<file path="src/sv/bsl_pkg.sv">
// ----------------------------------------------------------------------------
// bsl_pkg
// Shared widths, codes and transfer types of the segment loader.
// ----------------------------------------------------------------------------
package bsl_pkg;

    // fixed field widths
    localparam int ADDR_W  = 16;
    localparam int DATA_W  = 8;
    localparam int COUNT_W = 24;

    // defaults handed down from the top level
    localparam int ADDRESS_BITS_DEFAULT = 16;
    localparam int QUEUE_DEPTH_DEFAULT  = 2;

    // constants of the file format and tracking
    localparam logic [ADDR_W-1:0]  HEADER_MARK = 16'hFFFF;
    localparam logic [ADDR_W-1:0]  MIN_NONE    = 16'hFFFF;
    localparam logic [COUNT_W-1:0] COUNT_MAX   = 24'hFFFFFF;

    // status codes
    typedef enum logic [1:0] {
        ST_LOADING  = 2'd0,
        ST_COMPLETE = 2'd1,
        ST_REJECTED = 2'd2,
        ST_TRUNC    = 2'd3
    } status_t;

    // classified byte from the parser to the tracking unit
    typedef struct packed {
        logic              clear;
        logic              track;
        logic              wvalid;
        logic [ADDR_W-1:0] waddr;
        logic [DATA_W-1:0] wdata;
        status_t           status;
        logic [ADDR_W-1:0] seg_start;
        logic [ADDR_W-1:0] seg_end;
    } front_item_t;

    // finished result item
    typedef struct packed {
        logic               write_valid;
        logic [ADDR_W-1:0]  write_address;
        logic [DATA_W-1:0]  write_data;
        status_t            status;
        logic [ADDR_W-1:0]  lowest_address;
        logic [ADDR_W-1:0]  highest_address;
        logic [COUNT_W-1:0] data_bytes;
    } result_t;

endpackage

</file>
<file path="src/sv/bsl_fifo.sv">
// ----------------------------------------------------------------------------
// bsl_fifo
// Small first-word-fall-through queue; full and empty decode a registered fill count.
// ----------------------------------------------------------------------------
module bsl_fifo
    import bsl_pkg::*;
#(
    parameter int DEPTH = QUEUE_DEPTH_DEFAULT,
    parameter int WIDTH = 8
)
(
    input  logic             clk,
    input  logic             rst_n,
    input  logic             push,
    input  logic [WIDTH-1:0] push_data,
    output logic             full,
    input  logic             pop,
    output logic [WIDTH-1:0] pop_data,
    output logic             empty
);

    localparam int PTR_W = (DEPTH > 1) ? $clog2(DEPTH) : 1;
    localparam int CNT_W = $clog2(DEPTH + 1);

    logic [WIDTH-1:0] mem [DEPTH];
    logic [PTR_W-1:0] wr_ptr_reg;
    logic [PTR_W-1:0] rd_ptr_reg;
    logic [CNT_W-1:0] count_reg;
    logic             do_push;
    logic             do_pop;

    assign full     = (count_reg == CNT_W'(DEPTH));
    assign empty    = (count_reg == '0);
    assign do_push  = push && !full;
    assign do_pop   = pop && !empty;
    assign pop_data = mem[rd_ptr_reg];

    // storage
    always_ff @(posedge clk)
    begin
        if (do_push)
        begin
            mem[wr_ptr_reg] <= push_data;
        end
    end

    // pointers and fill level
    always_ff @(posedge clk or negedge rst_n)
    begin
        if (!rst_n)
        begin
            wr_ptr_reg <= '0;
            rd_ptr_reg <= '0;
            count_reg  <= '0;
        end
        else
        begin
            if (do_push)
            begin
                wr_ptr_reg <= (wr_ptr_reg == PTR_W'(DEPTH - 1)) ? '0 : wr_ptr_reg + 1'b1;
            end
            if (do_pop)
            begin
                rd_ptr_reg <= (rd_ptr_reg == PTR_W'(DEPTH - 1)) ? '0 : rd_ptr_reg + 1'b1;
            end
            case ({do_push, do_pop})
                2'b10:   count_reg <= count_reg + 1'b1;
                2'b01:   count_reg <= count_reg - 1'b1;
                default: count_reg <= count_reg;
            endcase
        end
    end

endmodule

</file>
<file path="src/sv/bsl_front.sv">
// ----------------------------------------------------------------------------
// bsl_front
// Byte parser: walks the segment headers and classifies each byte.
// ----------------------------------------------------------------------------
module bsl_front
    import bsl_pkg::*;
#(
    parameter int ADDRESS_BITS = ADDRESS_BITS_DEFAULT
)
(
    input  logic              clk,
    input  logic              rst_n,
    input  logic              push,
    input  logic [DATA_W-1:0] byte_value,
    input  logic              first_of_file,
    input  logic              last_of_file,
    output logic              full,
    output logic              item_push,
    output front_item_t       item,
    input  logic              item_full
);

    localparam int EFF_BITS = (ADDRESS_BITS < ADDR_W) ? ADDRESS_BITS : ADDR_W;
    localparam logic [ADDR_W-1:0] ADDR_MASK = ADDR_W'((17'd1 << EFF_BITS) - 17'd1);

    typedef enum logic [2:0] {
        PH_START_LO  = 3'd0,
        PH_START_HI  = 3'd1,
        PH_END_LO    = 3'd2,
        PH_END_HI    = 3'd3,
        PH_DATA      = 3'd4,
        PH_REJECTED  = 3'd5,
        PH_COMPLETE  = 3'd6,
        PH_TRUNCATED = 3'd7
    } phase_t;

    phase_t            phase_reg, phase_next, phase_cur;
    logic [DATA_W-1:0] hold_reg, hold_next, hold_cur;
    logic [ADDR_W-1:0] start_reg, start_next, start_cur;
    logic [ADDR_W-1:0] end_reg, end_next, end_cur;
    logic [ADDR_W-1:0] addr_reg, addr_next, addr_cur;
    logic [ADDR_W-1:0] word;
    logic              accept;

    assign full      = item_full;
    assign accept    = push && !item_full;
    assign item_push = accept;
    assign word      = {byte_value, hold_cur};

    // start of file restarts parsing
    always_comb
    begin
        phase_cur = first_of_file ? PH_START_LO : phase_reg;
        hold_cur  = first_of_file ? '0 : hold_reg;
        start_cur = first_of_file ? '0 : start_reg;
        end_cur   = first_of_file ? '0 : end_reg;
        addr_cur  = first_of_file ? '0 : addr_reg;
    end

    // phase step and classification
    always_comb
    begin
        phase_next = phase_cur;
        hold_next  = hold_cur;
        start_next = start_cur;
        end_next   = end_cur;
        addr_next  = addr_cur;
        item       = '0;
        item.clear = first_of_file;

        case (phase_cur)
            PH_START_LO:
            begin
                hold_next  = byte_value;
                phase_next = PH_START_HI;
            end
            PH_START_HI:
            begin
                if (word == HEADER_MARK)
                begin
                    phase_next = PH_START_LO;
                end
                else
                begin
                    start_next = word & ADDR_MASK;
                    phase_next = PH_END_LO;
                end
            end
            PH_END_LO:
            begin
                hold_next  = byte_value;
                phase_next = PH_END_HI;
            end
            PH_END_HI:
            begin
                end_next = word & ADDR_MASK;
                if ((word & ADDR_MASK) < start_cur)
                begin
                    phase_next = PH_REJECTED;
                end
                else
                begin
                    item.track = 1'b1;
                    addr_next  = start_cur;
                    phase_next = PH_DATA;
                end
            end
            PH_DATA:
            begin
                item.wvalid = 1'b1;
                item.waddr  = addr_cur;
                item.wdata  = byte_value;
                if (addr_cur == end_cur)
                begin
                    phase_next = PH_START_LO;
                end
                else
                begin
                    addr_next = addr_cur + 1'b1;
                end
            end
            default:
            begin
                phase_next = phase_cur;
            end
        endcase

        // final byte closes the file
        if (last_of_file)
        begin
            if (phase_next == PH_START_LO)
            begin
                phase_next = PH_COMPLETE;
            end
            else if (phase_next inside {PH_START_HI, PH_END_LO, PH_END_HI, PH_DATA})
            begin
                phase_next = PH_TRUNCATED;
            end
        end

        item.seg_start = start_next;
        item.seg_end   = end_next;

        case (phase_next)
            PH_REJECTED:  item.status = ST_REJECTED;
            PH_COMPLETE:  item.status = ST_COMPLETE;
            PH_TRUNCATED: item.status = ST_TRUNC;
            default:      item.status = ST_LOADING;
        endcase
    end

    // parser state
    always_ff @(posedge clk or negedge rst_n)
    begin
        if (!rst_n)
        begin
            phase_reg <= PH_START_LO;
            hold_reg  <= '0;
            start_reg <= '0;
            end_reg   <= '0;
            addr_reg  <= '0;
        end
        else if (accept)
        begin
            phase_reg <= phase_next;
            hold_reg  <= hold_next;
            start_reg <= start_next;
            end_reg   <= end_next;
            addr_reg  <= addr_next;
        end
    end

endmodule

</file>
<file path="src/sv/bsl_back.sv">
// ----------------------------------------------------------------------------
// bsl_back
// Tracking unit: lowest start, highest end and saturating byte count.
// ----------------------------------------------------------------------------
module bsl_back
    import bsl_pkg::*;
(
    input  logic        clk,
    input  logic        rst_n,
    input  logic        item_empty,
    input  front_item_t item,
    output logic        item_pop,
    input  logic        res_full,
    output logic        res_push,
    output result_t     result
);

    logic [ADDR_W-1:0]  min_reg, min_next, min_cur;
    logic [ADDR_W-1:0]  max_reg, max_next, max_cur;
    logic [COUNT_W-1:0] count_reg, count_next, count_cur;
    logic               move;

    // one transfer per cycle, stalled by an empty inner or full result queue
    assign move     = !item_empty && !res_full;
    assign item_pop = move;
    assign res_push = move;

    // tracking update
    always_comb
    begin
        min_cur   = item.clear ? MIN_NONE : min_reg;
        max_cur   = item.clear ? '0 : max_reg;
        count_cur = item.clear ? '0 : count_reg;

        min_next   = min_cur;
        max_next   = max_cur;
        count_next = count_cur;

        if (item.track)
        begin
            if (item.seg_start < min_cur)
            begin
                min_next = item.seg_start;
            end
            if (item.seg_end > max_cur)
            begin
                max_next = item.seg_end;
            end
        end
        if (item.wvalid && (count_cur != COUNT_MAX))
        begin
            count_next = count_cur + 1'b1;
        end

        result.write_valid     = item.wvalid;
        result.write_address   = item.waddr;
        result.write_data      = item.wdata;
        result.status          = item.status;
        result.lowest_address  = min_next;
        result.highest_address = max_next;
        result.data_bytes      = count_next;
    end

    // tracking registers
    always_ff @(posedge clk or negedge rst_n)
    begin
        if (!rst_n)
        begin
            min_reg   <= MIN_NONE;
            max_reg   <= '0;
            count_reg <= '0;
        end
        else if (move)
        begin
            min_reg   <= min_next;
            max_reg   <= max_next;
            count_reg <= count_next;
        end
    end

endmodule

</file>
<file path="src/sv/binary_segment_loader_top.sv">
// A byte is registered in the middle queue, then in the result queue that drives the ports.
// Throughput: one byte per cycle while full is low; full rises when the middle queue is full.
// Two-entry queues between parser and tracking unit and on the result side let each stall alone.
// Reset: asynchronous, active low; queues empty, parser expects a start low byte,
// lowest address 65535, highest address and byte count zero.
// ----------------------------------------------------------------------------
// binary_segment_loader_top
// Segmented load file parser producing memory writes and load tracking.
// ----------------------------------------------------------------------------
module binary_segment_loader_top
    import bsl_pkg::*;
#(
    parameter int ADDRESS_BITS = ADDRESS_BITS_DEFAULT,
    parameter int QUEUE_DEPTH  = QUEUE_DEPTH_DEFAULT
)
(
    input  logic               clk,
    input  logic               rst_n,
    input  logic               push,
    output logic               full,
    input  logic [DATA_W-1:0]  byte_value,
    input  logic               first_of_file,
    input  logic               last_of_file,
    output logic               empty,
    input  logic               pop,
    output logic               write_valid,
    output logic [ADDR_W-1:0]  write_address,
    output logic [DATA_W-1:0]  write_data,
    output logic [1:0]         status,
    output logic [ADDR_W-1:0]  lowest_address,
    output logic [ADDR_W-1:0]  highest_address,
    output logic [COUNT_W-1:0] data_bytes
);

    front_item_t front_item;
    front_item_t mid_item;
    result_t     back_result;
    result_t     out_result;
    logic        mid_push, mid_full, mid_pop, mid_empty;
    logic        res_push, res_full;

    // parser
    bsl_front #(
        .ADDRESS_BITS (ADDRESS_BITS)
    ) u_front (
        .clk           (clk),
        .rst_n         (rst_n),
        .push          (push),
        .byte_value    (byte_value),
        .first_of_file (first_of_file),
        .last_of_file  (last_of_file),
        .full          (full),
        .item_push     (mid_push),
        .item          (front_item),
        .item_full     (mid_full)
    );

    // queue between parser and tracking unit
    bsl_fifo #(
        .DEPTH (QUEUE_DEPTH),
        .WIDTH ($bits(front_item_t))
    ) u_mid_fifo (
        .clk       (clk),
        .rst_n     (rst_n),
        .push      (mid_push),
        .push_data (front_item),
        .full      (mid_full),
        .pop       (mid_pop),
        .pop_data  (mid_item),
        .empty     (mid_empty)
    );

    // tracking unit
    bsl_back u_back (
        .clk        (clk),
        .rst_n      (rst_n),
        .item_empty (mid_empty),
        .item       (mid_item),
        .item_pop   (mid_pop),
        .res_full   (res_full),
        .res_push   (res_push),
        .result     (back_result)
    );

    // result queue
    bsl_fifo #(
        .DEPTH (QUEUE_DEPTH),
        .WIDTH ($bits(result_t))
    ) u_out_fifo (
        .clk       (clk),
        .rst_n     (rst_n),
        .push      (res_push),
        .push_data (back_result),
        .full      (res_full),
        .pop       (pop),
        .pop_data  (out_result),
        .empty     (empty)
    );

    // result ports
    assign write_valid     = out_result.write_valid;
    assign write_address   = out_result.write_address;
    assign write_data      = out_result.write_data;
    assign status          = out_result.status;
    assign lowest_address  = out_result.lowest_address;
    assign highest_address = out_result.highest_address;
    assign data_bytes      = out_result.data_bytes;

    // a data byte is never reported with a rejected segment
    a_write_not_rejected: assert property (@(posedge clk) disable iff (!rst_n)
        (!empty && write_valid) |-> (status != ST_REJECTED))
        else $error("data write reported with rejected status");

    // every data write is counted
    a_write_counted: assert property (@(posedge clk) disable iff (!rst_n)
        (!empty && write_valid) |-> (data_bytes != '0))
        else $error("data write with zero byte count");

    // once a segment is tracked, its range is ordered
    a_range_ordered: assert property (@(posedge clk) disable iff (!rst_n)
        (!empty && (lowest_address != MIN_NONE)) |-> (lowest_address <= highest_address))
        else $error("lowest address above highest address");

endmodule
</file>
<file path="config.mk">
export PLATFORM = sky130hd
export DESIGN_NAME = binary_segment_loader_top
export DESIGN_NICKNAME = d
export VERILOG_FILES = /design/src/sv/bsl_pkg.sv /design/src/sv/bsl_fifo.sv /design/src/sv/bsl_front.sv /design/src/sv/bsl_back.sv /design/src/sv/binary_segment_loader_top.sv
export SDC_FILE = /design/constraint.sdc
export NUM_CORES = 1
export LEC_CHECK = 0
export ABC_AREA = 0
export CAP_MARGIN = 25
export CORE_MARGIN = 3
export CORE_UTILIZATION = 64
export CTS_CLUSTER_SIZE = 12
export DETAILED_ROUTE_END_ITERATION = 8
export DONT_BUFFER_PORTS = 1
export GPL_ROUTABILITY_DRIVEN = 0
export GPL_TIMING_DRIVEN = 0
export PLACE_DENSITY = 0.8
export SLEW_MARGIN = 20
export SYNTH_ARGS = -nofsm -noshare
export SYNTH_HDL_FRONTEND = slang
export SYNTH_SLANG_ARGS = --single-unit
</file>
<file path="constraint.sdc">
create_clock -name clk -period 6.1 [get_ports clk]
set_input_delay 0.305 -clock clk [delete_from_list [all_inputs] [get_ports clk]]
set_output_delay 0.305 -clock clk [all_outputs]
set_load 0.02 [all_outputs]
</file>
==> report_table.html <==
<table>
<tr><th>Metric</th><th>Value</th></tr>
<tr><th colspan="2">Run status</th></tr>
<tr><td>Outcome</td><td>completed</td></tr>
<tr><th colspan="2">Global routing</th></tr>
<tr><td>Wire length of the first global-routing pass</td><td>67300 um</td></tr>
<tr><td>GRT Util Overall</td><td>0.272</td></tr>
<tr><td>GR Overflow Total</td><td>0</td></tr>
<tr><td>Vias in the first global route</td><td>12300</td></tr>
<tr><td>Number of antenna violations at the first check in global routing</td><td>0</td></tr>
<tr><td>Largest net degree at the start of global routing</td><td>124</td></tr>
<tr><th colspan="2">Timing</th></tr>
<tr><td>Fmax achieved</td><td>204 MHz</td></tr>
<tr><td>Final period utilization</td><td>0.803</td></tr>
<tr><td>Number of endpoints failing setup at the final stage</td><td>0</td></tr>
<tr><td>Hold Fails Final Rpt</td><td>0</td></tr>
<tr><td>Number of pins with negative max-slew slack in the final report</td><td>0</td></tr>
<tr><td>Setup repair after global routing missed its margin</td><td>no</td></tr>
<tr><td>Worst slack on hold paths</td><td>14.1 ps</td></tr>
<tr><td>Slew margin rel.</td><td>0.362</td></tr>
<tr><td>Worst Max-Slew Pin Slew</td><td>957 ps</td></tr>
<tr><td>Worst Skew</td><td>14.0 ps</td></tr>
<tr><td>Post-route minimum period</td><td>4900 ps</td></tr>
<tr><th colspan="2">Drt</th></tr>
<tr><td>Routed wirelength normalized by instance count</td><td>21.9 um</td></tr>
<tr><td>Post-detailed-route via-to-cell ratio</td><td>6.32</td></tr>
<tr><td>ANT nets after route</td><td>0</td></tr>
<tr><td>Number of iterations in the first detailed-routing pass</td><td>9</td></tr>
<tr><td>Number of remaining DRC errors</td><td>0</td></tr>
<tr><td>Routed vias</td><td>12500</td></tr>
<tr><td>Final wirelength</td><td>43300 um</td></tr>
<tr><td>Uppermost signal routing layer after detailed routing</td><td>met4</td></tr>
<tr><td>Met1 Routed Length</td><td>17000 um</td></tr>
<tr><td>Amount of wire on met2 after detailed routing</td><td>21000 um</td></tr>
<tr><td>Met3 WL</td><td>3770 um</td></tr>
<tr><td>1st-iter DRT viols</td><td>1411</td></tr>
<tr><th colspan="2">Die</th></tr>
<tr><td>Initial core utilization</td><td>0.658</td></tr>
<tr><td>IO Count</td><td>99</td></tr>
<tr><td>Area of the die</td><td>32000 um2</td></tr>
<tr><td>Core Rows</td><td>62</td></tr>
<tr><td>Vertical die dimension</td><td>179 um</td></tr>
<tr><td>Core region area</td><td>29100 um2</td></tr>
<tr><td>Floorplan die width</td><td>179 um</td></tr>
<tr><th colspan="2">Clock network</th></tr>
<tr><td>Post-cts repair resize count</td><td>0</td></tr>
<tr><td>Number of buffers inserted to repair setup after CTS</td><td>0</td></tr>
<tr><td>Number of clock sinks</td><td>411</td></tr>
<tr><td>CTS root buf</td><td>sky130_fd_sc_hd__clkbuf_16</td></tr>
<tr><td>Clock-pin slew of the registers on the worst-case setup and hold paths</td><td>60 ps</td></tr>
<tr><td>CTS Buffer Depth</td><td>3</td></tr>
<tr><td>Number of H-tree levels</td><td>2</td></tr>
<tr><td>Worst skew pair latency</td><td>530 ps</td></tr>
<tr><td>Total clock buffers created by CTS</td><td>43</td></tr>
<tr><td>Quantity of hold-fixing buffers added after cts</td><td>12</td></tr>
<tr><td>TritonCTS clock tree</td><td>built</td></tr>
<tr><th colspan="2">Synth</th></tr>
<tr><td>Post-synthesis compound-gate area fraction</td><td>0.0725</td></tr>
<tr><td>Distinct cells, synth</td><td>72</td></tr>
<tr><td>Number of flops mapped to enable cells by yosys</td><td>288</td></tr>
<tr><td>Area share of fa/ha/maj cells after synthesis</td><td>0.0320</td></tr>
<tr><td>Combinational family with the most area after synthesis</td><td>multiplexers</td></tr>
<tr><td>Flops &amp; latches, synth</td><td>411</td></tr>
<tr><td>Mean post-synth cell area</td><td>12.9 um2</td></tr>
<tr><td>Yosys warnings</td><td>0</td></tr>
<tr><td>Simple-Gate Fraction of Synth Area</td><td>0.0972</td></tr>
<tr><td>Portion of the post-synthesis area used by sequential elements</td><td>0.613</td></tr>
<tr><td>Post-synthesis cell type with the largest combined area</td><td>sky130_fd_sc_hd__edfxtp_1</td></tr>
<tr><td>Synth async-reset ratio</td><td>0.299</td></tr>
<tr><td>Multiplexer share of the synthesized area</td><td>0.137</td></tr>
<tr><td>Post-Syn Instances</td><td>1490</td></tr>
<tr><td>Synthesized cell area</td><td>19100 um2</td></tr>
<tr><td>Most frequently used flop master after synthesis</td><td>sky130_fd_sc_hd__edfxtp_1</td></tr>
<tr><td>Area share of the leading cell type in the synthesized netlist</td><td>0.452</td></tr>
<tr><td>Ranking of synthesized cells by area</td><td>sky130_fd_sc_hd__edfxtp_1 (45%), sky130_fd_sc_hd__dfrtp_1 (14%), sky130_fd_sc_hd__mux2_2 (8.8%)</td></tr>
<tr><td>Number of nets in the synthesized netlist</td><td>1553</td></tr>
<tr><td>XOR/XNOR share of the synthesized area</td><td>0.0224</td></tr>
<tr><th colspan="2">Power and ir drop</th></tr>
<tr><td>Areal power density over the cells</td><td>568 nW/um2</td></tr>
<tr><td>Maximum vdd ir drop</td><td>291 uV</td></tr>
<tr><td>Reported leakage power</td><td>0.00815 uW</td></tr>
<tr><th colspan="2">Worst setup path</th></tr>
<tr><td>CP arrival</td><td>5230 ps</td></tr>
<tr><td>Launch instance of the worst register-to-register path</td><td>u_mid_fifo.rd_ptr_reg</td></tr>
<tr><td>Critical path required time</td><td>6430 ps</td></tr>
<tr><td>Cell with the biggest individual delay on the critical path</td><td>sky130_fd_sc_hd__buf_1</td></tr>
<tr><td>Worst Reg2Reg Path Length in Cells</td><td>13</td></tr>
<tr><td>Category of the most critical setup path</td><td>register to register</td></tr>
<tr><td>Largest stage delay on the critical path</td><td>590 ps</td></tr>
<tr><td>Kind of end point of the critical path</td><td>register</td></tr>
<tr><td>Worst setup slack for register-to-register paths</td><td>1200 ps</td></tr>
<tr><td>Reg-to-reg critical path endpoint</td><td>u_out_fifo.mem[1][48]</td></tr>
<tr><td>Startpoint kind of the worst setup timing path</td><td>register</td></tr>
<tr><td>Sequence of cells on the critical path</td><td>buf_6, mux2_2, clkbuf_1, buf_1, nor2_1, ha_1, a21o_1, a21o_1, a221oi_1, o221ai_1, a21oi_2, buf_2, mux2i_1</td></tr>
<tr><td>Critical Path Most Common Cell</td><td>sky130_fd_sc_hd__a21o_1</td></tr>
<tr><td>Crit-path max FO</td><td>10</td></tr>
<tr><th colspan="2">Final layout</th></tr>
<tr><td>Number of nets in the final layout</td><td>1617</td></tr>
<tr><td>Most common cell after layout, fill and taps aside</td><td>sky130_fd_sc_hd__edfxtp_1</td></tr>
<tr><td>Number of antenna diodes</td><td>0</td></tr>
<tr><td>Area added between synthesis and finish</td><td>11.2%</td></tr>
<tr><td>Fraction of layout instances using a drive strength above 1</td><td>0.156</td></tr>
<tr><td>Most frequent cells in the layout</td><td>sky130_fd_sc_hd__edfxtp_1 (288), sky130_fd_sc_hd__nand2_1 (163), sky130_fd_sc_hd__mux2_2 (149)</td></tr>
<tr><td>Number of flip-flops in the largest register</td><td>166</td></tr>
<tr><td>Total non-filler cell area in the finished layout</td><td>21300 um2</td></tr>
<tr><th colspan="2">Placed design</th></tr>
<tr><td># port buffers</td><td>0</td></tr>
<tr><td>Estimated wirelength of the detail-placed design</td><td>29600 um</td></tr>
<tr><td>Placed instance area</td><td>19800 um2</td></tr>
<tr><th colspan="2">Min path</th></tr>
<tr><td>Hold-critical path endpoint</td><td>u_mid_fifo.mem[0][41]</td></tr>
<tr><td>Path category of the worst min-delay check</td><td>input port to register</td></tr>
<tr><td>Number of cells traversed by the worst hold path</td><td>1</td></tr>
<tr><td>HP Start</td><td>byte_value[7]</td></tr>
<tr><th colspan="2">Run</th></tr>
<tr><td>Maximum Capacitance Violations</td><td>0</td></tr>
</table>
[worst max-delay path: cells and delay by family (launching register included)]
kind            cells  cell delay (ps)
simple gates        1              140
fa+ha+maj           1              330
compound gates      5             1500
buf+inv             4             1640
mux                 2              650
flops               1              430
[report_power, final]
group | total (uW) | switching (uW) | internal (uW)
sequential | 4920 | 467 | 4450
clock | 2480 | 1020 | 1470
combinational | 4690 | 3070 | 1630
total | 12100 | 4550 | 7550
[routing by layer]
metal | vias to the layer above | track usage
met5 | - | 0
li1 | 5619 | -
met2 | 621 | 0.444
met3 | 123 | 0.0523
met1 | 6105 | 0.371
met4 | 0 | 0.0929
[cell families after synthesis]
logic type / count (synthesis)
compound gates: 216
xor+xnor: 49
fa+ha+maj: 49
buf+inv: 126
flops: 411
mux: 242
simple gates: 397
[synth_stat cells (24+ instances only)]
library cell / instances
sky130_fd_sc_hd__a21oi_1: 52
sky130_fd_sc_hd__and2_1: 25
sky130_fd_sc_hd__clkbuf_1: 59
sky130_fd_sc_hd__dfrtp_1: 107
sky130_fd_sc_hd__edfxtp_1: 288
sky130_fd_sc_hd__ha_1: 49
sky130_fd_sc_hd__inv_1: 54
sky130_fd_sc_hd__mux2_2: 149
sky130_fd_sc_hd__mux2i_1: 92
sky130_fd_sc_hd__nand2_1: 163
sky130_fd_sc_hd__nand3_1: 24
sky130_fd_sc_hd__nor2_1: 83
sky130_fd_sc_hd__o21ai_0: 68
sky130_fd_sc_hd__xor2_1: 30
[worst max-delay path by stage]
stage | startpoint | end | slack, ps | depth (start not counted)
floorplan | u_out_fifo.count_reg[1] | u_out_fifo.mem[0][0] | 1270 | 4
detailed placement | u_mid_fifo.rd_ptr_reg | u_out_fifo.mem[0][48] | 1310 | 13
global placement | u_out_fifo.count_reg[1] | u_out_fifo.mem[0][47] | -880 | 4
global route | u_mid_fifo.rd_ptr_reg | u_out_fifo.mem[1][48] | 1010 | 13
CTS | u_mid_fifo.rd_ptr_reg | u_out_fifo.mem[1][48] | 1260 | 13
finish | u_mid_fifo.rd_ptr_reg | u_out_fifo.mem[1][48] | 1200 | 13
[metrics by stage]
step | worst slack, ps | instances | power [uW] | util | setup TNS [ps]
after detailed placement | 1310 | 1881 | 9580 | 0.681 | 0
after CTS | 1260 | 1972 | 12100 | 0.732 | 0
final | 1200 | 1972 | 12100 | 0.732 | 0
after global routing | 1010 | 1972 | 12700 | 0.732 | 0
after global placement | -884 | 1874 | 9350 | 0.675 | -71960
after floorplan | 1270 | 1490 | 8300 | - | 0
[final cells by class]
| type | instances | area (um2) |
|---|---|---|
| Fill cell | 1867 | 7790 |
| Sequential cell | 411 | 11700 |
| Inverter | 55 | 206 |
| Timing Repair Buffer | 19 | 308 |
| Multi-Input combinational cell | 953 | 6940 |
| Tap cell | 384 | 480 |
| Clock buffer | 69 | 1240 |
| Buffer | 71 | 283 |
| Clock inverter | 10 | 96.3 |
Note: power is estimated with default switching activity, not from simulation.
